--- src/rtl/core/max_heap_priority_queue_assert.svh ---
// Assertion macros used by the priority queue top module.
`ifndef MAX_HEAP_PRIORITY_QUEUE_ASSERT_SVH
`define MAX_HEAP_PRIORITY_QUEUE_ASSERT_SVH
`ifndef SYNTHESIS
// Same-cycle implication, disabled while reset is low.
`define MHPQ_ASSERT_IMPLY(lbl, clk, rst_n, ante, cons) \
  lbl: assert property (@(posedge clk) disable iff (!rst_n) (ante) |-> (cons)) \
    else $error("assertion failed");
// Next-cycle implication, disabled while reset is low.
`define MHPQ_ASSERT_NEXT(lbl, clk, rst_n, ante, cons) \
  lbl: assert property (@(posedge clk) disable iff (!rst_n) (ante) |=> (cons)) \
    else $error("assertion failed");
`else
`define MHPQ_ASSERT_IMPLY(lbl, clk, rst_n, ante, cons)
`define MHPQ_ASSERT_NEXT(lbl, clk, rst_n, ante, cons)
`endif
`endif

--- src/rtl/core/mhpq_pkg.sv ---
// Shared types and constants for the priority queue.
package mhpq_pkg;

  localparam int CAPACITY_DEF = 32;
  localparam int VALUE_W      = 32;
  localparam int COUNT_OUT_W  = 6;

  // Operation codes carried on the input tuser
  localparam logic KIND_INSERT = 1'b0;
  localparam logic KIND_DELETE = 1'b1;

  typedef enum logic [1:0] {
    STATUS_DONE     = 2'd0,
    STATUS_OVERFLOW = 2'd1,
    STATUS_EMPTY    = 2'd2
  } status_e;

  // Operation broadcast to every cell
  typedef struct packed {
    logic                      ins;
    logic                      del;
    logic signed [VALUE_W-1:0] value;
  } cell_op_t;

endpackage

--- src/rtl/core/max_heap_priority_queue.sv ---
// Max priority queue over signed 32-bit values, built as a sorted chain of cells.
// The result of each accepted item is loaded into the output register on accept.
// Throughput: one item per cycle while m_tready does not hold the output; every cell
// compares against the broadcast value and shifts together, so the rate does not depend on CAPACITY.
// Reset clears the entry count and the output valid; cell contents are left as is.
`include "max_heap_priority_queue_assert.svh"
module max_heap_priority_queue
  import mhpq_pkg::*;
#(
  parameter int CAPACITY = CAPACITY_DEF
) (
  input  logic        clk_i,
  input  logic        rst_ni,
  input  logic        s_tvalid,
  output logic        s_tready,
  input  logic [31:0] s_tdata,  // [31:0] value
  input  logic        s_tuser,  // [0] kind
  output logic        m_tvalid,
  input  logic        m_tready,
  output logic [71:0] m_tdata,  // [31:0] removed_value, [37:32] entry_count,
                                // [69:38] top_value, [71:70] zero
  output logic [1:0]  m_tuser   // [1:0] status
);

  localparam int CNT_W = $clog2(CAPACITY + 1);
  localparam logic [CNT_W-1:0] CAP_CNT = CNT_W'(CAPACITY);

  logic                      in_acc;
  logic                      full, empty;
  cell_op_t                  op;
  logic [CNT_W-1:0]          count_q, count_d;
  logic [CAPACITY-1:0]       occ, ge;
  logic signed [VALUE_W-1:0] val_q [CAPACITY];
  logic signed [VALUE_W-1:0] val_d [CAPACITY];

  logic                      out_valid_q;
  status_e                   status_q, status_d;
  logic signed [VALUE_W-1:0] removed_q, removed_d;
  logic signed [VALUE_W-1:0] top_q, top_d;
  logic [COUNT_OUT_W-1:0]    cnt_out_q;
  logic [CNT_W+COUNT_OUT_W-1:0] cnt_ext;

  // Accept while the output register is free or being drained
  assign s_tready = !out_valid_q || m_tready;
  assign in_acc   = s_tvalid && s_tready;
  assign full     = (count_q == CAP_CNT);
  assign empty    = (count_q == '0);

  // Decode the operation; rejected ones leave the chain untouched
  always_comb begin
    op.value = signed'(s_tdata);
    op.ins   = in_acc && (s_tuser == KIND_INSERT) && !full;
    op.del   = in_acc && (s_tuser == KIND_DELETE) && !empty;
  end

  // Build the chain of cells
  for (genvar i = 0; i < CAPACITY; i++) begin : g_cell
    localparam logic [CNT_W-1:0] IDX = CNT_W'(i);
    logic                      lge;
    logic signed [VALUE_W-1:0] lval, rval;

    assign occ[i] = (IDX < count_q);
    if (i == 0) begin : g_first
      assign lge  = 1'b1;
      assign lval = val_q[i];
    end else begin : g_mid
      assign lge  = ge[i-1];
      assign lval = val_q[i-1];
    end
    if (i == CAPACITY - 1) begin : g_last
      assign rval = val_q[i];
    end else begin : g_inner
      assign rval = val_q[i+1];
    end

    mhpq_cell u_cell (
      .clk_i      (clk_i),
      .occ_i      (occ[i]),
      .op_i       (op),
      .left_ge_i  (lge),
      .left_val_i (lval),
      .right_val_i(rval),
      .ge_o       (ge[i]),
      .val_q_o    (val_q[i]),
      .val_d_o    (val_d[i])
    );
  end

  // Count update and result of this item
  always_comb begin
    count_d   = count_q;
    status_d  = STATUS_DONE;
    removed_d = '0;
    if (op.ins) begin
      count_d = count_q + 1'b1;
    end else if (op.del) begin
      count_d   = count_q - 1'b1;
      removed_d = val_q[0];
    end else if (s_tuser == KIND_INSERT) begin
      status_d = STATUS_OVERFLOW;
    end else begin
      status_d = STATUS_EMPTY;
    end
    top_d   = (count_d != '0) ? val_d[0] : '0;
    cnt_ext = {{COUNT_OUT_W{1'b0}}, count_d};
  end

  // Clear count and output valid on reset; advance them per item
  always_ff @(posedge clk_i or negedge rst_ni) begin
    if (!rst_ni) begin
      count_q     <= '0;
      out_valid_q <= 1'b0;
    end else begin
      if (in_acc) begin
        count_q <= count_d;
      end
      if (in_acc) begin
        out_valid_q <= 1'b1;
      end else if (m_tready) begin
        out_valid_q <= 1'b0;
      end
    end
  end

  // Load the result item
  always_ff @(posedge clk_i) begin
    if (in_acc) begin
      status_q  <= status_d;
      removed_q <= removed_d;
      top_q     <= top_d;
      cnt_out_q <= cnt_ext[COUNT_OUT_W-1:0];
    end
  end

  assign m_tvalid = out_valid_q;
  assign m_tuser  = status_q;
  assign m_tdata  = {2'b00, top_q, cnt_out_q, removed_q};

  // Insert into a full queue reports overflow
  `MHPQ_ASSERT_NEXT(a_overflow, clk_i, rst_ni,
                    in_acc && (s_tuser == KIND_INSERT) && full,
                    m_tuser == STATUS_OVERFLOW)
  // A successful delete drops the count by one
  `MHPQ_ASSERT_NEXT(a_del_count, clk_i, rst_ni,
                    in_acc && (s_tuser == KIND_DELETE) && !empty,
                    count_q == $past(count_q) - 1'b1)
  // An empty result shows a zero top
  `MHPQ_ASSERT_IMPLY(a_empty_top, clk_i, rst_ni,
                     m_tvalid && (m_tdata[37:32] == 6'd0) && (CAPACITY < 64),
                     m_tdata[69:38] == 32'd0)

endmodule

--- src/rtl/core/mhpq_cell.sv ---
// One cell of the sorted chain: holds one entry and shifts with its neighbors.
module mhpq_cell
  import mhpq_pkg::*;
(
  input  logic                      clk_i,
  input  logic                      occ_i,
  input  cell_op_t                  op_i,
  input  logic                      left_ge_i,
  input  logic signed [VALUE_W-1:0] left_val_i,
  input  logic signed [VALUE_W-1:0] right_val_i,
  output logic                      ge_o,
  output logic signed [VALUE_W-1:0] val_q_o,
  output logic signed [VALUE_W-1:0] val_d_o
);

  logic signed [VALUE_W-1:0] val_q, val_d;

  // Occupied and not below the new value: this cell keeps its entry on insert
  assign ge_o = occ_i && (val_q >= op_i.value);

  // Pick next entry: keep, take the new value, or take the left neighbor's
  always_comb begin
    val_d = val_q;
    if (op_i.ins) begin
      if (!ge_o) begin
        val_d = left_ge_i ? op_i.value : left_val_i;
      end
    end else if (op_i.del) begin
      val_d = right_val_i;
    end
  end

  always_ff @(posedge clk_i) begin
    val_q <= val_d;
  end

  assign val_q_o = val_q;
  assign val_d_o = val_d;

endmodule

--- config.mk ---
export PLATFORM = sky130hd
export DESIGN_NAME = max_heap_priority_queue
export DESIGN_NICKNAME = d
export VERILOG_FILES = /design/src/rtl/core/mhpq_pkg.sv /design/src/rtl/core/max_heap_priority_queue.sv /design/src/rtl/core/mhpq_cell.sv
export VERILOG_INCLUDE_DIRS = /design/src /design/src/rtl/core
export SDC_FILE = /design/constraint.sdc
export NUM_CORES = 2
export LEC_CHECK = 0
export BUFFER_PORTS_ARGS = -buffer_cell sky130_fd_sc_hd__buf_2
export CAP_MARGIN = 20
export CORE_AREA = 5 5 421 423
export CTS_CLUSTER_DIAMETER = 40
export DETAILED_ROUTE_END_ITERATION = 8
export DIE_AREA = 0 0 426 428
export SLEW_MARGIN = 20
export SYNTH_ARGS = -nofsm -noshare
export SYNTH_HDL_FRONTEND = slang
export SYNTH_SLANG_ARGS = --single-unit
--- constraint.sdc ---
create_clock -name clk_i -period 14.06 [get_ports clk_i]
set_input_delay 1.406 -clock clk_i [delete_from_list [all_inputs] [get_ports clk_i]]
set_output_delay 1.406 -clock clk_i [all_outputs]
set_load 0.02 [all_outputs]
After elaboration in Yosys (flattened, before gate mapping)
Cells that the tools add are included.
{"block": "totals", "register_bits": 1103, "output_inout_bits": 76, "in_bits": 37}
{"block": "classes", "mux": 129, "n_lt_le_gt_ge": 64, "n_reduce_logical": 78, "add_sub_neg": 2, "bitwise_logic": 3, "eq_ne": 31}
{"cell": "32-bit 2-to-1 mux", "n": 124}
{"cell": "32-bit greater-or-equal comparator", "n": 32}
{"cell": "5-bit by 6-bit less-than comparator with 1-bit output (first input constant)", "n": 16}
{"cell": "2-bit AND reduction", "n": 31}
{"cell": "2-bit != test (second input constant)", "n": 30}
{"cell": "4-bit by 6-bit less-than comparator with 1-bit output (first input constant)", "n": 8}
{"cell": "1-bit logical AND", "n": 37}
{"cell": "3-bit by 6-bit less-than comparator with 1-bit output (first input constant)", "n": 4}
{"cell": "1-bit by 6-bit less-than comparator with 1-bit output (first input constant)", "n": 2}
{"cell": "2-bit by 6-bit less-than comparator with 1-bit output (first input constant)", "n": 2}
{"cell": "6-bit 2-to-1 mux", "n": 2}
{"cell": "6-bit by 1-bit adder with 6-bit output (second input constant)", "n": 1}
{"cell": "6-bit equality test (second input constant)", "n": 1}
{"cell": "6-bit zero test", "n": 1}
{"cell": "6-bit nonzero test", "n": 1}
{"cell": "6-bit by 1-bit subtractor with 6-bit output (second input constant)", "n": 1}
{"cell": "2-bit nonzero test", "n": 2}
{"cell": "2-bit OR reduction", "n": 2}
{"cell": "1-bit zero test", "n": 3}
{"cell": "1-bit inverter", "n": 3}
{"cell": "1-bit 2-to-1 mux", "n": 2}
{"cell": "2-bit 2-to-1 mux", "n": 1}
{"cell": "1-bit logical OR", "n": 1}

Longest topological paths before layout
{"block": "depth", "word_depth": 8, "ltp_mapped": 13, "ltp_nobuf": 10}

Hierarchy
Synthesis repeated with hierarchy kept, for this count alone.
{"block": "unflattened", "hier_cells": 11675, "area_unflattened_um2": 104426.4}
{"mod": "mhpq_cell at g_cell[0].u_cell ...", "area_each_um2": 3140.5, "instances": 31, "cells_each": 354}
{"mod": "max_heap_priority_queue", "area_each_um2": 4171.5, "instances": 1, "cells_each": 327}
{"mod": "mhpq_cell at g_cell[9].u_cell", "area_each_um2": 2899.0, "instances": 1, "cells_each": 374}

Worst setup path before layout
Ideal clock, no wire load.
{"block": "synth_timing", "path_type": "in2reg", "startpoint": "input port s_tdata[11]", "endpoint": "register g_cell[12].u_cell.val_q[0], enable pin", "setup_ns": 0.466, "t_arrival_ns": 6.122, "stages": 9, "path_slack_ns": 7.472, "required_ns": 13.594, "path_cell_list": "inv_1 ha_1 a21oi_1 o21ai_0 a221o_1 o41ai_1 a311oi_2 buf_4 o21ai_0"}
{"block": "synth_via", "elab_chain_cells": 4}
{"item": "start: declaration", "line": "max_heap_priority_queue.sv:16", "rtl": "input logic [31:0] s_tdata,"}
{"item": "32-bit greater-or-equal comparator", "line": "mhpq_cell.sv:19", "rtl": "assign ge_o = occ_i && (val_q >= op_i.value);"}
{"item": "1-bit logical AND", "line": "mhpq_cell.sv:19"}
{"item": "2-bit != test (no source line)"}
{"item": "2-bit AND reduction (no source line)"}
{"item": "end signal: assignment", "line": "mhpq_cell.sv:34", "rtl": "val_q <= val_d;"}
{"item": "end: declaration", "line": "mhpq_cell.sv:16", "rtl": "logic signed [VALUE_W-1:0] val_q, val_d;"}
Every way passes these cells.
A chain may end at the register's enable or synchronous reset.

Final worst setup path
{"block": "layout_timing", "startpoint": "register count_q[1]", "endpoint": "register g_cell[15].u_cell.val_q[12], enable pin"}
{"block": "layout_via", "elab_chain_cells": 5, "elab_cells_between_ends": 11, "cone_classes": "order compare: 1; eq/ne: 2; reduce/logical: 8"}
{"item": "start: declaration", "line": "max_heap_priority_queue.sv:31", "rtl": "logic [CNT_W-1:0] count_q, count_d;"}
{"item": "start signal: assignment", "line": "max_heap_priority_queue.sv:115", "rtl": "count_q <= count_d;"}
{"item": "branches (longest 4 deep; another with 4-bit by 6-bit less-than comparator with 1-bit output)"}
{"item": "2-bit AND reduction (no source line) *"}
{"item": "end signal: assignment", "line": "mhpq_cell.sv:34"}
{"item": "end: declaration", "line": "mhpq_cell.sv:16"}
Every way passes the cells marked *.

==> qor.csv <==
metric,value,unit
GR Util met1,0.473,
core region area,173000,um^2
Post-synth ARST share,0.00635,
TNS Setup,0,ns
"Seq/Total Area, Yosys",0.423,
port buffer count,110,
clk buf depth,3,
CTS resizes,0,
wire length per cell,32.6,um
first-pass GRT wire length,466000,um
area grow syn2layout,14.7,%
Die Ht,428,um
GRT Total Usage,0.350,
drt first pass iters,9,
CP Capture Type,flop,
Worst IR Drop VDD,0.100,mV
global routing usage on met3,0.0928,
CP required,14.52,ns
clk slew on worst S/H paths,0.05,ns
DR vias/cell,6.63,
share of layout cells above drive strength 1,0.105,
Netlist cell types,85,
total number of vias,67500,
global routing's busiest layer,met2,
post-layout min period,6.56,ns
Setup CP Type,reg -> reg,
I/O pins,113,
HPWL Detailed,234000,um
Synth Flop Type,edfxtp_1,
Pleak,36.3,nW
Layout Skew,0.0455,ns
drc violations,0,
"Max FO, Critical Path",65,
RSZ-0062 raised after global routing,no,
total power,0.0140,W
Worst Path Arrival,7.02,ns
CTS Hold Bufs,0,
number of global-route vias before repair,63600,
post-route antenna net violation count,0,
power per cell area,157,nW/um^2
reg2reg setup slack,7.50,ns
pin count of the biggest net entering global routing,239,
NumNets Final,8721,
GP Congestion,0.981,
CTS buffer count,213,
Congestion Overflow GR,0,
most frequent cells in the layout,"edfxtp_1, ha_1, a21oi_1",
Post CTS Setup Buffer Count,0,
Rel. slew slack,0.171,
"Avg Cell Area, Syn",10.3,um^2
Rows,153,
Initial DRC Count,9536,
Die ar.,182000,um^2
Post-synth EDFFs,1064,
# clock sinks,1103,
MaxCap Viol Count,0,
total number of yosys warnings,0,
FMAX,152,MHz
Mapped Area,77400,um^2
Final Slew Violations,0,
H-tree lvl count,4,
CTS tree,done,
status,"complete, no violations",
Worst Tran Pin Value,1.23,ns
# setup viols final,0,
Synth Instances,7548,
Starting Density,0.447,
Detailed Route WL,331000,um
initial antenna violation count,10,
met2 capacity usage during global routing,0.504,
period utilisation layout,0.467,
final hold vios,0,
clk root buf,clkbuf_16,
Skew-Pair Late Insertion Delay,0.86,ns
number of synthesized register bits,1103,
Hold Path Class,in -> async,
"most common cell after layout, fill and taps aside",edfxtp_1,
Startpoint Class,flop,
Die X,426,um
-- Yosys cell counts, types with 16 or more instances --
| library cell | count | share of area |
|---|---|---|
| edfxtp_1 | 1064 | 0.41 |
| ha_1 | 1027 | 0.17 |
| a21oi_1 | 973 | 0.063 |
| nor2_1 | 881 | 0.043 |
| mux2i_1 | 710 | 0.092 |
| nand2_1 | 621 | 0.030 |
| clkbuf_1 | 349 | 0.017 |
| o21ai_0 | 266 | 0.017 |
| a221o_1 | 254 | 0.033 |
| nand4_1 | 224 | 0.018 |
| inv_1 | 111 | 0.0054 |
| o21ai_1 | 111 | 0.0072 |
| and2_1 | 98 | 0.0079 |
| a21o_1 | 85 | 0.0082 |
| nand3_1 | 85 | 0.0055 |
| buf_2 | 57 | 0.0037 |
| nor2b_1 | 55 | 0.0044 |
| o211ai_1 | 46 | 0.0045 |
| nor3_1 | 39 | 0.0025 |
| o21a_1 | 38 | 0.0037 |
| nor4_1 | 36 | 0.0029 |
| o31a_1 | 33 | 0.0037 |
| dfxtp_1 | 32 | 0.0083 |
| mux2_2 | 32 | 0.0047 |
| a211oi_1 | 21 | 0.0020 |
| a2111oi_0 | 20 | 0.0023 |
| buf_4 | 17 | 0.0016 |
| o221ai_1 | 17 | 0.0019 |
| or4_1 | 16 | 0.0016 |
-- cells by family (layout without fill, tap and decap cells) --
kind of cell	count (synthesis)	count (layout)	synth area share
AO/OA/AOI/OAI	1970	1970	0.159
XOR/XNOR	9	9	0.00102
adder cells (fa/ha/maj)	1027	1027	0.166
buffers and inverters	555	850	0.0299
flip-flops	1103	1103	0.423
multiplexers	742	742	0.0965
other	1	9	0.0000485
AND/OR/NAND/NOR	2141	2141	0.124
-- flip-flops by register name (all words and copies together), names as in the netlist --
name / count
g_cell.u_cell.val_q_o: 1024
removed_q: 32
top_q: 32
cnt_out_q: 6
count_q: 6
m_tuser: 2
m_tvalid: 1
-- layout make-up --
type,count,area (um^2)
antenna,7,17.5
clock buffer,243,5560
clock inverter,159,1920
fill,15800,84300
inverter,113,425
multi-input combinational,5891,42800
sequential,1103,32800
tap,2325,2910
timing repair buffer,335,2370
-- per-layer routing --
layer / vias up / wire length (um) / part of all wire
met3: 914 / 40700 / 0.12
met2: 4419 / 137000 / 0.41
li1: 29200 / - / -
met5: - / 20 / 0.000060
met4: 4 / 23500 / 0.071
met1: 33000 / 130000 / 0.39
-- final timing paths --
check	from	to	cells after the start
max	count_q[1]$_DFFE_PN0P_	g_cell[15].u_cell.val_q_o[12]$_DFFE_PP_	11
min	rst_ni	count_q[5]$_DFFE_PN0P_	1
max reg2reg	count_q[1]$_DFFE_PN0P_	g_cell[15].u_cell.val_q_o[12]$_DFFE_PP_	11
min reg2reg	g_cell[31].u_cell.val_q_o[29]$_DFFE_PP_	g_cell[30].u_cell.val_q_o[29]$_DFFE_PP_	2
max in group asynchronous	rst_ni	count_q[4]$_DFFE_PN0P_	1
min in group clk_i	g_cell[31].u_cell.val_q_o[29]$_DFFE_PP_	g_cell[30].u_cell.val_q_o[29]$_DFFE_PP_	2
-- worst max-delay path, cell delays in order, from the launching register on --
cell     delay (ns)
dfrtp_1        1.01
inv_1          0.36
ha_1           0.59
nor4b_2        0.33
a21oi_1        0.37
and2_4         0.76
buf_4          0.64
buf_4          0.67
buf_4          0.59
nand2_1        0.10
nand2_1        0.09
buf_4          0.48
-- stage by stage --
| step | worst slack (ns) | cell area (um^2) | hold WS (ns) | cells | utilization |
|---|---|---|---|---|---|
| global placement | 6.67 | 81100 | 0.557 | 9762 | 0.468 |
| finish | 7.50 | 88700 | 0.378 | 10200 | 0.513 |
| floorplan | 7.47 | 77400 | 0.492 | 7549 | - |
| CTS | 7.69 | 88700 | 0.338 | 10200 | 0.513 |
| global route | 7.46 | 88700 | 0.372 | 10200 | 0.513 |
| detailed placement | 7.08 | 81200 | 0.565 | 9767 | 0.469 |
-- where the power goes --
group | leakage [nW] | total (W) | internal, W | switching (W)
logic | 22.4 | 0.00392 | 0.00141 | 0.00251
clock network | 3.59 | 0.00538 | 0.00343 | 0.00194
registers | 10.3 | 0.00467 | 0.00418 | 0.000494
total | 36.3 | 0.0140 | 0.00902 | 0.00495
Power figures use the tool's default switching activity.
